==> src/hdl/swbd_pkg.sv <==
`timescale 1ns / 1ps
package swbd_pkg;

  // Sizes
  localparam int TABLE_DEPTH_DEF = 32;
  localparam int CODE_BITS       = 8;
  localparam int LEVEL_W         = 8;
  localparam int ENTRY_IDX_W     = 5;
  localparam int DUR_W           = 12;
  localparam int LEN_REG_W       = 6;
  localparam int TBL_ADDR_W      = 8;
  localparam int SEG_CNT_W       = 6;
  localparam int APB_ADDR_W      = 3;
  localparam int APB_DATA_W      = 32;

  // Segment durations in microseconds
  localparam logic [DUR_W-1:0] T_EOS       = 12'd300;
  localparam logic [DUR_W-1:0] T_DET_DELAY = 12'd150;
  localparam logic [DUR_W-1:0] T_DET_TIME  = 12'd500;
  localparam logic [DUR_W-1:0] T_WINDOW    = 12'd3500;
  localparam logic [DUR_W-1:0] T_START     = 12'd10;
  localparam logic [DUR_W-1:0] T_SHORT     = 12'd180;
  localparam logic [DUR_W-1:0] T_LONG      = 12'd400;
  localparam logic [DUR_W-1:0] T_OFF       = 12'd3000;
  localparam logic [DUR_W-1:0] T_HOLD      = 12'd0;

  // Positions in the 40-segment frame
  localparam logic [SEG_CNT_W-1:0] SEG_PRE_EOS    = 6'd0;
  localparam logic [SEG_CNT_W-1:0] SEG_DET_DELAY  = 6'd1;
  localparam logic [SEG_CNT_W-1:0] SEG_DET_TIME   = 6'd2;
  localparam logic [SEG_CNT_W-1:0] SEG_WINDOW     = 6'd3;
  localparam logic [SEG_CNT_W-1:0] SEG_ADDR_FIRST = 6'd4;
  localparam logic [SEG_CNT_W-1:0] SEG_ADDR_EOS   = 6'd20;
  localparam logic [SEG_CNT_W-1:0] SEG_START      = 6'd21;
  localparam logic [SEG_CNT_W-1:0] SEG_CODE_FIRST = 6'd22;
  localparam logic [SEG_CNT_W-1:0] SEG_TAIL_EOS   = 6'd38;
  localparam logic [SEG_CNT_W-1:0] SEG_LAST       = 6'd39;

  typedef enum logic {
    REQ_LEVEL = 1'b0,
    REQ_TABLE = 1'b1
  } req_type_e;

  typedef enum logic {
    REG_DEVICE_ADDRESS = 1'b0,
    REG_TABLE_LENGTH   = 1'b1
  } reg_idx_e;

  // Table write port
  typedef struct packed {
    logic                  en;
    logic [TBL_ADDR_W-1:0] addr;
    logic [LEVEL_W-1:0]    thr;
    logic [CODE_BITS-1:0]  code;
  } tbl_wr_t;

  // One line segment
  typedef struct packed {
    logic             line_level;
    logic [DUR_W-1:0] duration_us;
    logic             last;
  } seg_t;

  // Half of a data bit: a one is short low / long high, a zero the reverse
  function automatic seg_t bit_seg(logic b, logic phase);
    seg_t s;
    s.last        = 1'b0;
    s.line_level  = phase;
    if (phase == 1'b0) begin
      s.duration_us = b ? T_SHORT : T_LONG;
    end else begin
      s.duration_us = b ? T_LONG : T_SHORT;
    end
    return s;
  endfunction

  // Segment at frame position cnt, bytes sent LSB first
  function automatic seg_t seg_lookup(logic [SEG_CNT_W-1:0] cnt,
                                      logic [7:0] addr_byte,
                                      logic [CODE_BITS-1:0] code_byte);
    logic [SEG_CNT_W-1:0] rel;
    seg_t                 s;
    rel = '0;
    s   = '{line_level: 1'b1, duration_us: T_HOLD, last: 1'b1};
    if (cnt >= SEG_CODE_FIRST && cnt < SEG_TAIL_EOS) begin
      rel = cnt - SEG_CODE_FIRST;
      s   = bit_seg(code_byte[rel[3:1]], rel[0]);
    end else if (cnt >= SEG_ADDR_FIRST && cnt < SEG_ADDR_EOS) begin
      rel = cnt - SEG_ADDR_FIRST;
      s   = bit_seg(addr_byte[rel[3:1]], rel[0]);
    end else begin
      unique case (cnt)
        SEG_PRE_EOS:   s = '{line_level: 1'b0, duration_us: T_EOS,       last: 1'b0};
        SEG_DET_DELAY: s = '{line_level: 1'b1, duration_us: T_DET_DELAY, last: 1'b0};
        SEG_DET_TIME:  s = '{line_level: 1'b0, duration_us: T_DET_TIME,  last: 1'b0};
        SEG_WINDOW:    s = '{line_level: 1'b1, duration_us: T_WINDOW,    last: 1'b0};
        SEG_ADDR_EOS:  s = '{line_level: 1'b0, duration_us: T_EOS,       last: 1'b0};
        SEG_START:     s = '{line_level: 1'b1, duration_us: T_START,     last: 1'b0};
        SEG_TAIL_EOS:  s = '{line_level: 1'b0, duration_us: T_EOS,       last: 1'b0};
        default:       s = '{line_level: 1'b1, duration_us: T_HOLD,      last: 1'b1};
      endcase
    end
    return s;
  endfunction

endpackage

==> src/hdl/swbd_if.sv <==
`timescale 1ns / 1ps
// Request channel
interface swbd_in_if;
  import swbd_pkg::*;
  logic                   valid;
  logic                   ready;
  logic                   req_type;
  logic [LEVEL_W-1:0]     level;
  logic [ENTRY_IDX_W-1:0] entry_index;
  logic [LEVEL_W-1:0]     entry_threshold;
  logic [CODE_BITS-1:0]   entry_code;

  modport source (output valid, req_type, level, entry_index, entry_threshold, entry_code,
                  input ready);
  modport sink   (input valid, req_type, level, entry_index, entry_threshold, entry_code,
                  output ready);
endinterface

// Line segment channel
interface swbd_out_if;
  import swbd_pkg::*;
  logic             valid;
  logic             ready;
  logic             line_level;
  logic [DUR_W-1:0] duration_us;
  logic             last;

  modport source (output valid, line_level, duration_us, last, input ready);
  modport sink   (input valid, line_level, duration_us, last, output ready);
endinterface

==> src/hdl/swbd_table.sv <==
`timescale 1ns / 1ps
// Threshold/code table: one write port, one registered read port
module swbd_table
  import swbd_pkg::*;
#(
  parameter int  DEPTH = TABLE_DEPTH_DEF,
  localparam int IDX_W = (DEPTH > 1) ? $clog2(DEPTH) : 1
) (
  input  logic                 clk_i,
  input  tbl_wr_t              wr_i,
  input  logic [IDX_W-1:0]     rd_addr_i,
  output logic [LEVEL_W-1:0]   rd_thr_o,
  output logic [CODE_BITS-1:0] rd_code_o
);

  logic [LEVEL_W+CODE_BITS-1:0] mem [DEPTH];
  logic [LEVEL_W+CODE_BITS-1:0] rd_q;

  // write
  always_ff @(posedge clk_i) begin
    if (wr_i.en) begin
      mem[wr_i.addr[IDX_W-1:0]] <= {wr_i.thr, wr_i.code};
    end
  end

  // read, registered
  always_ff @(posedge clk_i) begin
    rd_q <= mem[rd_addr_i];
  end

  assign rd_thr_o  = rd_q[LEVEL_W+CODE_BITS-1:CODE_BITS];
  assign rd_code_o = rd_q[CODE_BITS-1:0];

endmodule

==> src/hdl/single_wire_backlight_dimming_core.sv <==
`timescale 1ns / 1ps
// Single-wire backlight dimming sequencer. Table-write words store a
// threshold/code pair. A level-0 request yields one word (low, 3000 us,
// last). Any other level scans the table RAM one entry per cycle through its
// registered read port; if the chosen entry differs from the one last sent,
// 40 segment words follow, one per cycle while the sink is ready, through a
// one-word output register. One request is in work at a time; a new word is
// taken only when idle, once the scan has ended or the last segment of the
// previous one has been loaded.
module single_wire_backlight_dimming_core
  import swbd_pkg::*;
#(
  parameter int TABLE_DEPTH = TABLE_DEPTH_DEF
) (
  input  logic                  clk_i,
  input  logic                  rst_ni,
  swbd_in_if.sink               in_i,
  swbd_out_if.source            out_o,
  input  logic                  psel,
  input  logic                  penable,
  input  logic                  pwrite,
  input  logic [APB_ADDR_W-1:0] paddr,
  input  logic [APB_DATA_W-1:0] pwdata,
  output logic [APB_DATA_W-1:0] prdata,
  output logic                  pready
);

  localparam int          IDX_W   = (TABLE_DEPTH > 1) ? $clog2(TABLE_DEPTH) : 1;
  localparam logic [8:0]  DEPTH_V = 9'(TABLE_DEPTH);
  localparam logic [IDX_W-1:0] IDX_MAX = IDX_W'(TABLE_DEPTH - 1);

  localparam logic [1:0] ST_IDLE   = 2'd0;
  localparam logic [1:0] ST_SEARCH = 2'd1;
  localparam logic [1:0] ST_EMIT   = 2'd2;

  logic [1:0]           state_q, state_d;
  logic [LEVEL_W-1:0]   level_q, level_d;
  logic [IDX_W-1:0]     last_idx_q, last_idx_d;
  logic [IDX_W-1:0]     issue_q, issue_d;
  logic                 cmp_v_q, cmp_v_d;
  logic [IDX_W-1:0]     cmp_idx_q, cmp_idx_d;
  logic [IDX_W-1:0]     sel_q, sel_d;
  logic [CODE_BITS-1:0] code_q, code_d;
  logic                 off_q, off_d;
  logic [SEG_CNT_W-1:0] seg_cnt_q, seg_cnt_d;
  logic [IDX_W-1:0]     cur_idx_q, cur_idx_d;
  logic                 known_q, known_d;
  logic                 out_valid_q, out_valid_d;
  seg_t                 out_q, out_d;

  logic [7:0]           dev_addr_q;
  logic [LEN_REG_W-1:0] tbl_len_q;

  tbl_wr_t              tbl_wr;
  logic [LEVEL_W-1:0]   rd_thr;
  logic [CODE_BITS-1:0] rd_code;
  logic                 in_acc;
  logic                 decide;
  logic                 load;
  logic [IDX_W-1:0]     len_last;
  seg_t                 seg_next;

  // configuration registers
  assign pready = 1'b1;

  always_ff @(posedge clk_i or negedge rst_ni) begin
    if (!rst_ni) begin
      dev_addr_q <= '0;
      tbl_len_q  <= LEN_REG_W'(1);
    end else if (psel && penable && pwrite) begin
      if (reg_idx_e'(paddr[2]) == REG_DEVICE_ADDRESS) begin
        dev_addr_q <= pwdata[7:0];
      end else begin
        tbl_len_q <= pwdata[LEN_REG_W-1:0];
      end
    end
  end

  always_comb begin
    if (reg_idx_e'(paddr[2]) == REG_DEVICE_ADDRESS) begin
      prdata = {{(APB_DATA_W-8){1'b0}}, dev_addr_q};
    end else begin
      prdata = {{(APB_DATA_W-LEN_REG_W){1'b0}}, tbl_len_q};
    end
  end

  // last searched entry: length clamped to 1..depth
  always_comb begin
    if (tbl_len_q == '0) begin
      len_last = '0;
    end else if ({3'b000, tbl_len_q} > DEPTH_V) begin
      len_last = IDX_MAX;
    end else begin
      len_last = IDX_W'(tbl_len_q - LEN_REG_W'(1));
    end
  end

  // table memory
  assign in_acc = in_i.valid && in_i.ready;

  always_comb begin
    tbl_wr.en   = in_acc && (req_type_e'(in_i.req_type) == REQ_TABLE)
                  && ({4'b0000, in_i.entry_index} < DEPTH_V);
    tbl_wr.addr = TBL_ADDR_W'(in_i.entry_index);
    tbl_wr.thr  = in_i.entry_threshold;
    tbl_wr.code = in_i.entry_code;
  end

  swbd_table #(
    .DEPTH(TABLE_DEPTH)
  ) u_table (
    .clk_i     (clk_i),
    .wr_i      (tbl_wr),
    .rd_addr_i (issue_q),
    .rd_thr_o  (rd_thr),
    .rd_code_o (rd_code)
  );

  // scan result: first hit, or the last entry
  assign decide = (state_q == ST_SEARCH) && cmp_v_q
                  && ((level_q <= rd_thr) || (cmp_idx_q == last_idx_q));

  assign load     = !out_valid_q || out_o.ready;
  assign seg_next = seg_lookup(seg_cnt_q, dev_addr_q, code_q);
  assign in_i.ready = (state_q == ST_IDLE);

  // sequencer
  always_comb begin
    state_d     = state_q;
    level_d     = level_q;
    last_idx_d  = last_idx_q;
    issue_d     = issue_q;
    cmp_v_d     = 1'b0;
    cmp_idx_d   = issue_q;
    sel_d       = sel_q;
    code_d      = code_q;
    off_d       = off_q;
    seg_cnt_d   = seg_cnt_q;
    cur_idx_d   = cur_idx_q;
    known_d     = known_q;
    out_d       = out_q;
    out_valid_d = out_valid_q && !out_o.ready;

    unique case (state_q)
      ST_IDLE: begin
        if (in_acc && req_type_e'(in_i.req_type) == REQ_LEVEL) begin
          if (in_i.level == '0) begin
            off_d   = 1'b1;
            sel_d   = '0;
            state_d = ST_EMIT;
          end else begin
            level_d    = in_i.level;
            last_idx_d = len_last;
            issue_d    = '0;
            state_d    = ST_SEARCH;
          end
        end
      end
      ST_SEARCH: begin
        cmp_v_d = 1'b1;
        if (issue_q != last_idx_q) begin
          issue_d = issue_q + IDX_W'(1);
        end
        if (decide) begin
          cmp_v_d = 1'b0;
          if (known_q && cur_idx_q == cmp_idx_q) begin
            state_d = ST_IDLE;
          end else begin
            sel_d     = cmp_idx_q;
            code_d    = rd_code;
            off_d     = 1'b0;
            seg_cnt_d = '0;
            state_d   = ST_EMIT;
          end
        end
      end
      ST_EMIT: begin
        if (load) begin
          out_valid_d = 1'b1;
          if (off_q) begin
            out_d = '{line_level: 1'b0, duration_us: T_OFF, last: 1'b1};
          end else begin
            out_d = seg_next;
          end
          if (off_q || seg_cnt_q == SEG_LAST) begin
            cur_idx_d = sel_q;
            known_d   = 1'b1;
            state_d   = ST_IDLE;
          end else begin
            seg_cnt_d = seg_cnt_q + SEG_CNT_W'(1);
          end
        end
      end
      default: begin
        state_d = ST_IDLE;
      end
    endcase
  end

  // control state
  always_ff @(posedge clk_i or negedge rst_ni) begin
    if (!rst_ni) begin
      state_q     <= ST_IDLE;
      cmp_v_q     <= 1'b0;
      cur_idx_q   <= '0;
      known_q     <= 1'b0;
      out_valid_q <= 1'b0;
      seg_cnt_q   <= '0;
      off_q       <= 1'b0;
      issue_q     <= '0;
    end else begin
      state_q     <= state_d;
      cmp_v_q     <= cmp_v_d;
      cur_idx_q   <= cur_idx_d;
      known_q     <= known_d;
      out_valid_q <= out_valid_d;
      seg_cnt_q   <= seg_cnt_d;
      off_q       <= off_d;
      issue_q     <= issue_d;
    end
  end

  // payload
  always_ff @(posedge clk_i) begin
    level_q    <= level_d;
    last_idx_q <= last_idx_d;
    cmp_idx_q  <= cmp_idx_d;
    sel_q      <= sel_d;
    code_q     <= code_d;
    out_q      <= out_d;
  end

  assign out_o.valid       = out_valid_q;
  assign out_o.line_level  = out_q.line_level;
  assign out_o.duration_us = out_q.duration_us;
  assign out_o.last        = out_q.last;

endmodule

==> src/flat_wrapper.sv <==
// flat-port wrapper written by rule: the top's interface ports become plain ports
module single_wire_backlight_dimming_core_flat import swbd_pkg::*;
#(
  parameter int TABLE_DEPTH = TABLE_DEPTH_DEF
)
  (clk_i, rst_ni, psel, penable, pwrite, paddr, pwdata, prdata, pready, in_i_valid, in_i_req_type, in_i_level, in_i_entry_index, in_i_entry_threshold, in_i_entry_code, in_i_ready, out_o_valid, out_o_line_level, out_o_duration_us, out_o_last, out_o_ready);
  swbd_in_if in_i_i ();
  swbd_out_if out_o_i ();
  input  logic clk_i;
  input  logic rst_ni;
  input  logic psel;
  input  logic penable;
  input  logic pwrite;
  input  logic [APB_ADDR_W-1:0] paddr;
  input  logic [APB_DATA_W-1:0] pwdata;
  output logic [APB_DATA_W-1:0] prdata;
  output logic pready;
  input wire logic [$bits(in_i_i.valid)-1:0] in_i_valid;
  input wire logic [$bits(in_i_i.req_type)-1:0] in_i_req_type;
  input wire logic [$bits(in_i_i.level)-1:0] in_i_level;
  input wire logic [$bits(in_i_i.entry_index)-1:0] in_i_entry_index;
  input wire logic [$bits(in_i_i.entry_threshold)-1:0] in_i_entry_threshold;
  input wire logic [$bits(in_i_i.entry_code)-1:0] in_i_entry_code;
  output wire logic [$bits(in_i_i.ready)-1:0] in_i_ready;
  output wire logic [$bits(out_o_i.valid)-1:0] out_o_valid;
  output wire logic [$bits(out_o_i.line_level)-1:0] out_o_line_level;
  output wire logic [$bits(out_o_i.duration_us)-1:0] out_o_duration_us;
  output wire logic [$bits(out_o_i.last)-1:0] out_o_last;
  input wire logic [$bits(out_o_i.ready)-1:0] out_o_ready;
  assign in_i_i.valid = in_i_valid;
  assign in_i_i.req_type = in_i_req_type;
  assign in_i_i.level = in_i_level;
  assign in_i_i.entry_index = in_i_entry_index;
  assign in_i_i.entry_threshold = in_i_entry_threshold;
  assign in_i_i.entry_code = in_i_entry_code;
  assign in_i_ready = in_i_i.ready;
  assign out_o_valid = out_o_i.valid;
  assign out_o_line_level = out_o_i.line_level;
  assign out_o_duration_us = out_o_i.duration_us;
  assign out_o_last = out_o_i.last;
  assign out_o_i.ready = out_o_ready;
  single_wire_backlight_dimming_core #(.TABLE_DEPTH(TABLE_DEPTH)) u_core (.clk_i(clk_i), .rst_ni(rst_ni), .in_i(in_i_i), .out_o(out_o_i), .psel(psel), .penable(penable), .pwrite(pwrite), .paddr(paddr), .pwdata(pwdata), .prdata(prdata), .pready(pready));
endmodule
==> config.mk <==
export PLATFORM = sky130hd
export DESIGN_NAME = single_wire_backlight_dimming_core_flat
export DESIGN_NICKNAME = d
export VERILOG_FILES = /design/src/hdl/swbd_pkg.sv /design/src/hdl/swbd_if.sv /design/src/hdl/swbd_table.sv /design/src/hdl/single_wire_backlight_dimming_core.sv /design/src/flat_wrapper.sv
export SDC_FILE = /design/constraint.sdc
export NUM_CORES = 1
export LEC_CHECK = 0
export BUFFER_PORTS_ARGS = -buffer_cell sky130_fd_sc_hd__buf_2
export CORE_ASPECT_RATIO = 1.25
export CORE_MARGIN = 2
export CORE_UTILIZATION = 60
export CTS_CLUSTER_DIAMETER = 60
export CTS_CLUSTER_SIZE = 14
export DETAILED_ROUTE_END_ITERATION = 7
export PLACE_DENSITY = 0.83
export SYNTH_ARGS = -nofsm -noshare
export SYNTH_HDL_FRONTEND = slang
export SYNTH_SLANG_ARGS = --single-unit
==> constraint.sdc <==
create_clock -name clk_i -period 4.02 [get_ports clk_i]
set_input_delay 0.201 -clock clk_i [delete_from_list [all_inputs] [get_ports clk_i]]
set_output_delay 0.201 -clock clk_i [all_outputs]
set_load 0.005 [all_outputs]
=== Yosys cells after proc, flatten, opt, wreduce, memory -nomap -nowiden ===
Memories as Yosys holds them, arrays and structs flattened. A register that Yosys moved wholly into a read port is not among the register bits.
Cells that the tools add are included.

* Register bits after elaboration: 81
* Memory bits (writable): 512
* Input bits: 72
* Output and inout port bits: 49
* Logic and storage cells: 137
* Memories: 1

{| class="wikitable"
|+ Memories
! memory !! depth !! bits a word !! rd ports !! clocked after memory_dff !! wr ports !! RTL line !! source
|-
| u_core.u_table.mem || 32 || 16 || 1 || 1 || 1 || swbd_table.sv:16 || <nowiki>logic [LEVEL_W+CODE_BITS-1:0] mem [DEPTH];</nowiki>
|}

* Add/sub/neg operators: 5
* Order comparisons: 8
* Equal/unequal tests: 21
* Multiplexer cells: 47
* Bitwise logic cells: 4
* Reduce and logical (&&, ||, !) cells: 33

{| class="wikitable"
|+ Operators by type and width
! cell !! count
|-
| case mux 14 bit (5 select lines) || 1
|-
| 2-to-1 mux 5 bit || 8
|-
| 2-to-1 mux 9 bit || 4
|-
| 2-to-1 mux 14 bit || 2
|-
| 2-to-1 mux 12 bit || 2
|-
| 2-to-1 mux 6 bit || 4
|-
| case mux 5 bit (2 select lines) || 2
|-
| == test 6 x 2 -> 1 bit (second input constant) || 2
|-
| == test 6 x 5 -> 1 bit (second input constant) || 2
|-
| == test 6 bit (second input constant) || 2
|-
| zero test 6 bit || 2
|-
| 2-to-1 mux 1 bit || 12
|-
| 2-to-1 mux 2 bit || 6
|-
| != test 2 bit (second input constant) || 6
|-
| case mux 6 bit (2 select lines) || 1
|-
| logical AND 1 bit || 11
|-
| == test 5 bit || 2
|-
| AND reduction 5 bit || 2
|-
| AND reduction 3 bit || 3
|-
| <= comparator 8 bit || 1
|-
| zero test 8 bit || 1
|-
| less-than comparator 3 x 4 -> 1 bit (second input constant) || 2
|-
| 2-to-1 mux 8 bit || 1
|-
| AND reduction 4 bit || 2
|-
| other kinds (24) || 37
|}

=== Depth between registers and ports, before layout ===
Gate-level depths: netlist (run 1).

* Depth in word-level cells: 7
* Depth in mapped cells: 9
* Depth with buffers taken out: 8

=== Cells and area by module ===
A second synthesis (run 1) with hierarchy kept.

* Cells, all modules: 1,514
* Area total of the unflattened synthesis: 24,861.3 µm²

{| class="wikitable"
|+ By module, submodules not included
! module !! times used !! cells each !! area each (µm²) !! sequential area each (µm²)
|-
| swbd_table || 1 || 1,143 || 20,534.7 || 15,695.1
|-
| single_wire_backlight_dimming_core || 1 || 371 || 4,326.6 || 2,173.3
|}

=== Worst setup path before layout (run 1) ===
No wires, ideal clock.

* Kind: register to register
* Start point: register u_core.state_q[0]
* End point: register u_core.issue_q[4], in the netlist u_core.cmp_idx_d[4]
* Setup time: 0.096 ns
* Arrival time: 2.741 ns
* Required time: 3.924 ns
* Setup slack: 1.184 ns
* Cell stages (with the launch flop): 8
* Buffers on the path: 0
* Clock period less this slack: 2.836 ns
* Cell sequence: dfrtp_1 -> inv_1 -> ha_1 -> nand2_1 -> nor3_1 -> o32ai_1 -> or2_1 -> o31ai_1

* Cells in the longest elaborated chain, start to end: 5
* Elaborated cells on any way between the ends: 10
* Classes of those cells: eq/ne: 4; mux: 1; reduce/logical: 5

{| class="wikitable"
|+ Ends and longest elaborated chain
! what !! RTL line !! source
|-
| start: declaration || single_wire_backlight_dimming_core.sv:36 || <nowiki>logic [1:0] state_q, state_d;</nowiki>
|-
| start signal: assignment || single_wire_backlight_dimming_core.sv:212 || <nowiki>state_q <= state_d;</nowiki>
|-
| zero test 2 bit * || single_wire_backlight_dimming_core.sv:125 || <nowiki>assign in_i.ready = (state_q == ST_IDLE);</nowiki>
|-
| via in_i_ready || flat_wrapper.sv:24 || <nowiki>output wire logic [$bits(in_i_i.ready)-1:0] in_i_ready;</nowiki>
|-
| logical AND 1 bit || single_wire_backlight_dimming_core.sv:99 || <nowiki>assign in_acc = in_i.valid && in_i.ready;</nowiki>
|-
| logical AND 1 bit || single_wire_backlight_dimming_core.sv:146 || <nowiki>if (in_acc && req_type_e'(in_i.req_type) == REQ_LEVEL) begin</nowiki>
|-
| != test 2 bit (no line) || -- ||
|-
| AND reduction 4 bit (no line) || -- ||
|-
| end signal: assignment || single_wire_backlight_dimming_core.sv:219 || <nowiki>issue_q <= issue_d;</nowiki>
|-
| end: declaration || single_wire_backlight_dimming_core.sv:39 || <nowiki>logic [IDX_W-1:0] issue_q, issue_d;</nowiki>
|}

The timed path passes the listed nets; every way through them passes the cells marked *.
A chain may end at the register's enable or synchronous reset.

=== Final worst setup path (run 1) ===
* Start point: register u_core.state_q[1]
* End point: memory u_core.u_table.mem[0][5] in the netlist's numbering (enable)

* Cells in the longest elaborated chain, start to end: 5

{| class="wikitable"
|+ Ends and longest elaborated chain
! what !! RTL line !! source
|-
| zero test 2 bit || single_wire_backlight_dimming_core.sv:125 ||
|-
| logical AND 1 bit || single_wire_backlight_dimming_core.sv:99 ||
|-
| logical AND 1 bit || single_wire_backlight_dimming_core.sv:102 || <nowiki>tbl_wr.en = in_acc && (req_type_e'(in_i.req_type) == REQ_TABLE)</nowiki>
|-
| 2-to-1 mux 1 bit || swbd_table.sv:21 || <nowiki>if (wr_i.en) begin</nowiki>
|-
| 2-to-1 mux 1 bit (implied by the code) || swbd_table.sv:22 || <nowiki>mem[wr_i.addr[IDX_W-1:0]] <= {wr_i.thr, wr_i.code};</nowiki>
|-
| end: declaration || swbd_table.sv:16 ||
|}

No other way between the ends.

==> results.toml, run 1 <==
[clocking]
cts_buffer_depth = 3
cts_sinks = 608
clkSlewWorstSetupHoldPaths_ps = 70
numCtsBuffers = 49
htreeDepth = 2
ctsRootBufferMaster = "clkbuf_16"
cts-resized-gates = 0
clock_latency_ps = 570
tritoncts = "done"

[placed_design]
gp_congestion = 0.852
dp_hpwl_mm = 29.9
io_buffers = 68
post-place-cells = 1740

[synthesis]
avgSynthCellArea_sq_um = 20.6
syn_area_sq_um = 24200
async_flop_share_pct = 5.92
synth_ff_type = "edfxtp_1"
yosysWarnings = 0
synth_edf_count = 551
synth_cells = 1175
synth_cell_types = 57
synth-seq-cells = 608
yosysSeqAreaShare_pct = 73.7

[die]
io_pins = 121
fp.coreArea_sq_um = 40000
initial_core_util_pct = 60.6
die_h_um = 229
chipWidth_um = 184
dieArea_sq_um = 42000
rows = 82

[grt]
grt_util_all_layers_pct = 25.9
grt_overflow_total = 0
grt_max_degree = 44
antenna_found_initial = 4
grt_pass1_vias = 12600
grt_pass1_wl_mm = 78.8

[worst_setup_path]
worstPathRequired_ps = 4290
cp_max_fo = 9
cp_slowest_cell = "nor2_1"
path_class = "reg -> reg"
worstPathArrival_ps = 3440
cp-end-kind = "register"
start_kind = "register"
crit_path_max_incr_delay_ps = 750
cp_cell_sequence = "inv_1 > ha_1 > nand3_1 > or3_1 > nor2_1 > buf_4"

[timing]
setup_viol = 0
fin_crit_ps = 3170
grt_setup_unrepaired = "no"
tightest_slew_ps = 1170
clock.fmax_mhz = 315
report.final.hold_viol_count = 0
slew_violations = 0
period_share_pct = 78.9
tns_ps = 0
fin_skew_ps = 10.4
maxSlewHeadroom_pct = 21.3

[power]
ir_drop_uv = 650
power_density_nw_per_um2 = 560
p_leak_nw = 8.68

[drt]
routed-via-count = 12000
first_iter_violations = 1361
detail-route-antenna-nets = 0
dr.pass1.iters = 5
vias_per_cell = 6.55
wl_per_cell_um = 28.4
drc = 0
drt_wl_total_mm = 52.3

[finish]
final_cells = 1840
areaGrowthSynthToFinish_pct = 10.8
drive_gt1_share_pct = 30.1
nets = 1399

[status]
status = "completed"

[min_path]
hold_path_class = "in -> reg"

[run]
cap_violations = 0
## critical path, delay by kind of cell (launching register included)
family	cells	cell delay, ps
flops	1	390
fa+ha+maj	1	330
simple gates	3	1670
buf+inv	2	460
## synth_stat cells, types with 4 or more instances
cell | count | share of area (%)
mux2i_1 | 7 | 0.29
edfxtp_1 | 551 | 68
clkbuf_1 | 29 | 0.45
nand2b_1 | 7 | 0.18
or3_1 | 5 | 0.13
nand2_1 | 34 | 0.53
a31oi_1 | 4 | 0.10
nor2_1 | 42 | 0.65
buf_6 | 9 | 0.42
nand3b_1 | 6 | 0.19
mux4_2 | 164 | 15
and2_1 | 10 | 0.26
nand3_1 | 9 | 0.19
mux2_2 | 41 | 1.9
buf_2 | 6 | 0.12
ha_1 | 22 | 1.1
buf_4 | 26 | 0.81
dfrtp_1 | 35 | 3.6
xor2_1 | 7 | 0.25
nor2b_1 | 7 | 0.18
dfxtp_1 | 21 | 1.7
nor3_1 | 4 | 0.083
nand4_1 | 5 | 0.13
inv_1 | 22 | 0.34
xnor2_1 | 11 | 0.40
o31ai_1 | 7 | 0.22
o21ai_0 | 9 | 0.19
a21oi_1 | 12 | 0.25
o21ai_1 | 10 | 0.21
buf_1 | 6 | 0.093
## worst paths after layout
check | end | startpoint | depth (start not counted) | slack, ps
min in group asynchronous | u_core.seg_cnt_q[2] | rst_ni | 2 | 260
max in group asynchronous | u_core.cmp_idx_d[1] | rst_ni | 2 | 3160
worst max-delay path | u_core.u_table.mem[0][5] | u_core.state_q[1] | 6 | 850
worst min register to register | u_core.code_q[6] | u_core.u_table.rd_q[6] | 0 | 400
worst max register to register | u_core.u_table.mem[0][5] | u_core.state_q[1] | 6 | 850
worst min-delay path | u_core.off_q | in_i_req_type | 4 | 100
## cell usage in the layout (no fill, tap or decap), types with 4 or more instances in the layout
master         instances
a21oi_1               12
a31oi_1                4
and2_1                10
buf_12                 5
buf_2                 68
buf_4                 40
clkbuf_1              26
clkbuf_16             49
conb_1                26
dfrtp_1               31
dfxtp_1               21
dlygate4sd3_1         18
edfxtp_1             551
ha_1                  22
inv_1                 22
mux2_2                41
mux2i_1                7
mux4_2               164
nand2_1               34
nand2b_1               7
nand3_1                9
nand3b_1               6
nand4_1                5
nor2_1                22
nor2_2                20
nor2b_1                7
o21ai_0                9
o21ai_1               10
o31ai_1                7
or3_1                  5
xnor2_1               11
xor2_1                 7
## per-layer routing
layer | part of all wire [%] | track usage [%] | vias to the layer above
li1 | - | - | 4977
met1 | 36 | 32.9 | 6305
met2 | 53 | 45.1 | 632
met3 | 7.2 | 4.24 | 129
met4 | 3.7 | 9.88 | 4
met5 | 0.044 | 0 | -
## report_power, final
group | total (mW) | internal (mW) | switching (mW)
registers | 7.57 | 7.24 | 0.329
clock network | 4.37 | 2.29 | 2.08
logic | 3.12 | 1.61 | 1.51
## registers in the layout, indices dropped and copies added (netlist names), 6 cells and up
name	cells
u_core.dev_addr_q	8
u_core.out_o.duration_us	11
u_core.tbl_len_q	6
u_core.code_q	8
u_core.u_table.rd_q	16
u_core.u_table.mem	512
u_core.seg_cnt_q	6
u_core.level_q	8
## final cells by class
| class | count | area (sq um) |
|---|---|---|
| Antenna cell | 2 | 5.00 |
| Clock buffer | 77 | 1350 |
| Clock inverter | 3 | 22.5 |
| Fill cell | 2396 | 13100 |
| Inverter | 25 | 93.8 |
| Multi-Input combinational cell | 490 | 5970 |
| Sequential cell | 608 | 17900 |
| Tap cell | 504 | 631 |
| Timing Repair Buffer | 131 | 921 |
## through the flow
step                instance area (sq um)  worst slack (ps)  util, %  hold WS (ps)  power (mW)
CTS                                 26900               852     67.1          75.9        15.1
finish                              26900               849     67.2           104        15.1
global placement                    25300              1110     63.3           333        10.6
floorplan                           24300              1180        -         -94.6        9.93
global route                        26900               727     67.2           143        15.6
detailed placement                  25300               950     63.3           345        10.8
## kinds of logic (layout without fill, tap and decap cells)
| kind of cell | Yosys count | after routing | synth area share (%) |
|---|---|---|---|
| compound gates | 66 | 66 | 1.77 |
| buf+inv | 101 | 236 | 2.28 |
| flops | 608 | 608 | 73.7 |
| fa+ha+maj | 22 | 22 | 1.14 |
| xor+xnor | 18 | 18 | 0.650 |
| mux | 212 | 212 | 17.4 |
| other cells | 2 | 28 | 0.0310 |
| simple gates | 146 | 146 | 3.01 |
## repair_timing
action	in CTS	in global routing
hold endpoints to repair	58	0
setup buffers	0	0
hold buffers	18	0
(Power assumes the default switching activity.)
==> run 2: changes to the inputs <==
==> constraint.sdc (replaced) <==
create_clock -name clk_i -period 3.3 [get_ports clk_i]
set_input_delay 0.165 -clock clk_i [delete_from_list [all_inputs] [get_ports clk_i]]
set_output_delay 0.165 -clock clk_i [all_outputs]
set_load 0.005 [all_outputs]
==> run 2 against run 1 <==
Global-route usage down 1.1 points. Flip-flop and latch count unchanged. Sequential power up 21%. Fmax up 8.9%. Register-to-register slack worse by 460 ps. Final area up 0.49%. Critical path depth up 1. First-iteration DRC count down 7.3%. Clock skew up 18 ps. Non-clock buffer count up 8.
==> results.toml, run 2 (synthesis results as in run 1) <==
[status]
status = "completed"

[die]
io_pins = 121
chipWidth_um = 184
rows = 82
initial_core_util_pct = 60.6
die_h_um = 229
fp.coreArea_sq_um = 40000
dieArea_sq_um = 42000

[worst_setup_path]
reg2reg_from = "u_core.state_q[0]"
start_kind = "register"
crit_end = "u_core.cmp_idx_d[4]"
cp.depth = 7
worstPathArrival_ps = 3380
startpoint = "u_core.state_q[0]"
r2r_cells = 7
cp_cell_sequence = "inv_1 > ha_1 > nand2_1 > nor3_2 > o32ai_1 > or2_1 > o31ai_1"
cp_top_family = "simple AND/OR/NAND/NOR gates"
cp_slowest_cell = "nor3_2"
worst-path-buf-inv = 1
worstPathRequired_ps = 3770
reg2reg_to = "u_core.cmp_idx_d[4]"
crit_path_max_incr_delay_ps = 900
cp_max_fo = 14
path_class = "reg -> reg"
cp-end-kind = "register"
rrSetupSlack_ps = 390

[finish]
areaGrowthSynthToFinish_pct = 11.4
num_antenna_cells = 0
nets = 1408
largest_reg_flops = 512
fill_cells = 2387
layout_common_cells = "edfxtp_1 (551), mux4_2 (164), buf_2 (68)"
drive_gt1_share_pct = 31.0
stdcell_area_sq_um = 27000
area.sequential_sq_um = 17900
multi_input_area_sq_um = 5970
layout_commonest_cell = "edfxtp_1"

[min_path]
hold_path_class = "in -> reg"

[timing]
tightest_slew_ps = 1120
tns_ps = 0
period_share_pct = 88.2
fin_crit_ps = 2910
clock.fmax_mhz = 344
slew_violations = 0
grt_setup_unrepaired = "no"
maxSlewHeadroom_pct = 25.0
fin_skew_ps = 28.3
setup_viol = 0
report.final.hold_viol_count = 0

[drt]
drc = 0
vias_per_cell = 6.52
drt_wl_total_mm = 50.6
first_iter_violations = 1261
wl_per_cell_um = 27.5
detail-route-antenna-nets = 0
dr.pass1.iters = 7
routed-via-count = 12000

[clocking]
postCtsSetupBuffers = 0
htreeDepth = 2
cts_buffer_depth = 3
clkSlewWorstSetupHoldPaths_ps = 60
cts_sinks = 608
clock_latency_ps = 580
tritoncts = "done"
ctsRootBufferMaster = "clkbuf_16"
numCtsBuffers = 50

[run]
cap_violations = 0

[placed_design]
io_buffers = 68
place_area_sq_um = 25400
gp_congestion = 0.811
dp_hpwl_mm = 30.1

[grt]
grt_max_degree = 38
grt_pass1_vias = 12300
grt_util_all_layers_pct = 24.8
antenna_found_initial = 1
grt_pass1_wl_mm = 76.2
grt_overflow_total = 0

[power]
power_density_nw_per_um2 = 684
p_leak_nw = 8.75
total_power_mw = 18.5
ir_drop_uv = 526
[run 2: cell types whose count changed in the layout (fill, tap and decap cells not counted)]
cell,change
bufinv_16,+1
buf_12,+3
clkinv_8,+2
buf_4,+5
clkbuf_16,+2
diode_2,-2
clkbuf_1,-12
clkbuf_8,-2
[run 2: through the flow]
step / setup WS (ps) / cells / hold WS, ps / util, %
6_report: 389 / 1837 / 85.5 / 67.5
5_1_grt: 134 / 1837 / 89.3 / 67.5
4_1_cts: 386 / 1837 / 58.5 / 67.5
3_5_place_dp: 374 / 1748 / 301 / 63.5
3_3_place_gp: 601 / 1748 / 293 / 63.5
2_1_floorplan: 464 / 1199 / -131 / -
[run 2: worst min path at each step]
stage / startpoint / to / cells after the start
after floorplan: rst_ni / u_core.cmp_idx_d[0] / 0
final: in_i_entry_code[2] / u_core.u_table.mem[5][2] / 1
after CTS: in_i_req_type / u_core.off_q / 4
after detailed placement: rst_ni / u_core.seg_cnt_q[0] / 1
after global routing: in_i_req_type / u_core.off_q / 4
after global placement: rst_ni / u_core.out_o.valid / 1
[run 2: final cells by class]
cell class / instances / share of cell area (%)
sequential: 608 / 66.2
timing repair buffer: 139 / 3.77
inverter: 25 / 0.347
clock buffer: 65 / 4.92
multi-input combinational: 490 / 22.1
tap: 504 / 2.34
clock inverter: 6 / 0.315
[run 2: routing by layer]
metal / wire length [um] / global-route usage [%] / vias to the layer above
met1: 18900 / 33.0 / 6244
li1: - / - / 4996
met5: 13 / 0 / -
met3: 3290 / 3.31 / 110
met4: 1560 / 8.38 / 2
met2: 26800 / 42.6 / 626
[run 2: power by group]
group          internal (mW)  total, mW  switching [mW]
Combinational           2.03       3.93            1.91
Clock                   2.89       5.39            2.50
Sequential              8.82       9.17           0.349
Total                   13.7       18.5            4.75
[run 2: what timing repair did]
action                    CTS  global route
gates resized for setup     0             0
hold buffers               18             0
hold endpoints to repair   58             0
==> run 3: changes to the inputs <==
--- a/config.mk
+++ b/config.mk
@@ -5,6 +5,7 @@
 export SDC_FILE = /design/constraint.sdc
 export NUM_CORES = 1
 export LEC_CHECK = 0
+export ABC_AREA = 1
 export BUFFER_PORTS_ARGS = -buffer_cell sky130_fd_sc_hd__buf_2
 export CORE_ASPECT_RATIO = 1.25
 export CORE_MARGIN = 2
==> run 3 against run 2 <==
Routed wire length is 20% higher. Critical path depth stayed put. Total power is 2.7% lower. Clock skew is 14 ps lower. Register-to-register slack better by 100 ps. Via count is 41% higher. Sequential share of layout area is 1.2 points lower. Hold slack better by 7.0 ps. Non-clock buffer count is 15 higher. Final area is 1.9% higher. Synthesized area is 3.1% higher. Count of clock-buffer cells in the layout is 13 higher. Largest power group unchanged. Highest routed layer is now met4.
==> results.toml, run 3 <==
[drt]
drt_wl_total_mm = 60.5
first_iter_violations = 2154
routed-via-count = 16900
wl_per_cell_um = 22.0
drc = 0
dr.pass1.iters = 7
detail-route-antenna-nets = 0
vias_per_cell = 6.13

[synthesis]
synth_edf_count = 551
syn_area_sq_um = 25000
yosysWarnings = 0
synth_cells = 2090
synth_cell_types = 39
async_flop_share_pct = 5.92
ys_top_cells_by_area = "edfxtp_1 (66%), nor2_1 (5.9%), o21ai_0 (5.5%), dfrtp_1 (3.5%), nand2_1 (3.1%)"
synth-seq-cells = 608
yosysSeqAreaShare_pct = 71.5
synth_top_area_share_pct = 66.2
netlist_top_cells_count = "edfxtp_1 (551), nor2_1 (396), o21ai_0 (276)"
synthMostInstantiatedCell = "edfxtp_1"
avgSynthCellArea_sq_um = 12.0
yosysTopAreaCell = "edfxtp_1"
synth_ff_type = "edfxtp_1"

[finish]
drive_gt1_share_pct = 9.02
areaGrowthSynthToFinish_pct = 10.1
fill_cells = 2740
multi_input_area_sq_um = 6020
num_antenna_cells = 0
nets = 2269
layout_common_cells = "edfxtp_1 (551), nor2_1 (395), o21ai_0 (276)"
layout_commonest_cell = "edfxtp_1"
area.sequential_sq_um = 17900
largest_reg_flops = 512

[grt]
antenna_found_initial = 0
grt_overflow_total = 0
grt_max_degree = 184
grt_pass1_wl_mm = 91.3
grt_pass1_vias = 16700
grt_util_all_layers_pct = 27.7

[min_path]
hold_path_class = "in -> reg"
worstHoldStart = "in_i_valid"

[placed_design]
dp_hpwl_mm = 35.1
io_buffers = 68
gp_congestion = 0.895

[worst_setup_path]
reg2reg_from = "u_core.state_q[0]"
cp-end-kind = "register"
startpoint = "u_core.state_q[0]"
cp_max_fo = 9
worstPathArrival_ps = 3090
worstPathRequired_ps = 3580
start_kind = "register"
path_class = "reg -> reg"

[clocking]
numCtsBuffers = 49
tritoncts = "done"
cts_buffer_depth = 3
postCtsSetupBuffers = 0
clock_latency_ps = 590
cts_sinks = 608
ctsRootBufferMaster = "clkbuf_16"
hold_buffers = 18
clkSlewWorstSetupHoldPaths_ps = 70
cts-resized-gates = 0
htreeDepth = 2

[timing]
clock.fmax_mhz = 356
tightest_slew_ps = 907
slew_violations = 0
maxSlewHeadroom_pct = 39.5
grt_setup_unrepaired = "no"
report.final.hold_viol_count = 0
period_share_pct = 85.1
setup_viol = 0
fin_skew_ps = 14.6
fin_crit_ps = 2810
tns_ps = 0

[die]
fp.coreArea_sq_um = 41100
die_h_um = 232
initial_core_util_pct = 60.8
dieArea_sq_um = 43300
chipWidth_um = 187
io_pins = 121
rows = 83

[power]
p_leak_nw = 9.75
power_density_nw_per_um2 = 654
total_power_mw = 18.0
ir_drop_uv = 444

[run]
cap_violations = 0

[status]
status = "completed"
## run 3: cell count changes after synthesis, moves of 66 or more
| cell | change |
|---|---|
| inv_1 | +79 |
| nand2_1 | +172 |
| nor2_1 | +354 |
| o21ai_0 | +267 |
| o22ai_1 | +66 |
| mux4_2 | -164 |
| nand3_1 | +66 |
## run 3: logic make-up (layout without fill, tap and decap cells)
family	count (synthesis)	in the layout	synth area share [%]
AO/OA/AOI/OAI	476	476	10.6
XOR/XNOR	9	9	0.315
adder cells (fa/ha/maj)	22	22	1.10
buffers and inverters	250	341	4.80
flip-flops	608	608	71.5
other	2	26	0.0300
AND/OR/NAND/NOR	723	723	11.7
## run 3: worst max-delay path, cell delays in order, from the launching register on
cell and delay (ps):
dfrtp_1 410, inv_1 90, ha_1 300, nand2_1 80, nor2_1 500, nand3_1 520
nor2_1 340, buf_4 250
## run 3: layout make-up
| class | count | share of cell area, % |
|---|---|---|
| clock inverters | 3 | 0.164 |
| inverters | 106 | 1.46 |
| repair buffers | 154 | 4.07 |
| multi-input cells | 1256 | 21.9 |
| well taps | 552 | 2.51 |
| clock buffers | 78 | 4.93 |
| flip-flops and latches | 608 | 65.0 |
## run 3: report_power, final
part	switching, mW	leakage, nW	total [mW]	internal [mW]
registers	0.236	5.57	9.04	8.80
clock network	2.59	0.670	5.41	2.82
logic	2.49	3.50	3.55	1.06
total	5.32	9.75	18.0	12.7
## run 3: worst paths after layout
check                                            to  slack, ps  depth (start not counted)
min in group asynchronous      u_core.dev_addr_q[1]        240                          2
max in group asynchronous       u_core.cmp_idx_d[0]       2470                          2
hold / removal                    u_core.state_q[0]         90                          5
setup / recovery           u_core.u_table.mem[6][2]        490                          7
setup reg to reg           u_core.u_table.mem[6][2]        490                          7
hold reg to reg                    u_core.code_q[0]        410                          0
## run 3: per-layer routing
layer	track usage, %	part of all wire [%]
met4	17.0	6.2
met1	32.6	35
met2	48.5	51
met3	3.97	8.5
met5	0	0
## run 3: through the flow
step / worst slack (ps) / instance area [sq um] / hold slack [ps] / cells / util [%]
final: 491 / 27500 / 92.5 / 2757 / 66.9
after CTS: 692 / 27500 / 80.5 / 2757 / 66.9
after global placement: 798 / 25900 / 303 / 2658 / 63.1
after global routing: 333 / 27500 / 131 / 2757 / 66.9
after floorplan: 983 / 25100 / -131 / 2114 / -
after detailed placement: 732 / 25900 / 300 / 2658 / 63.1
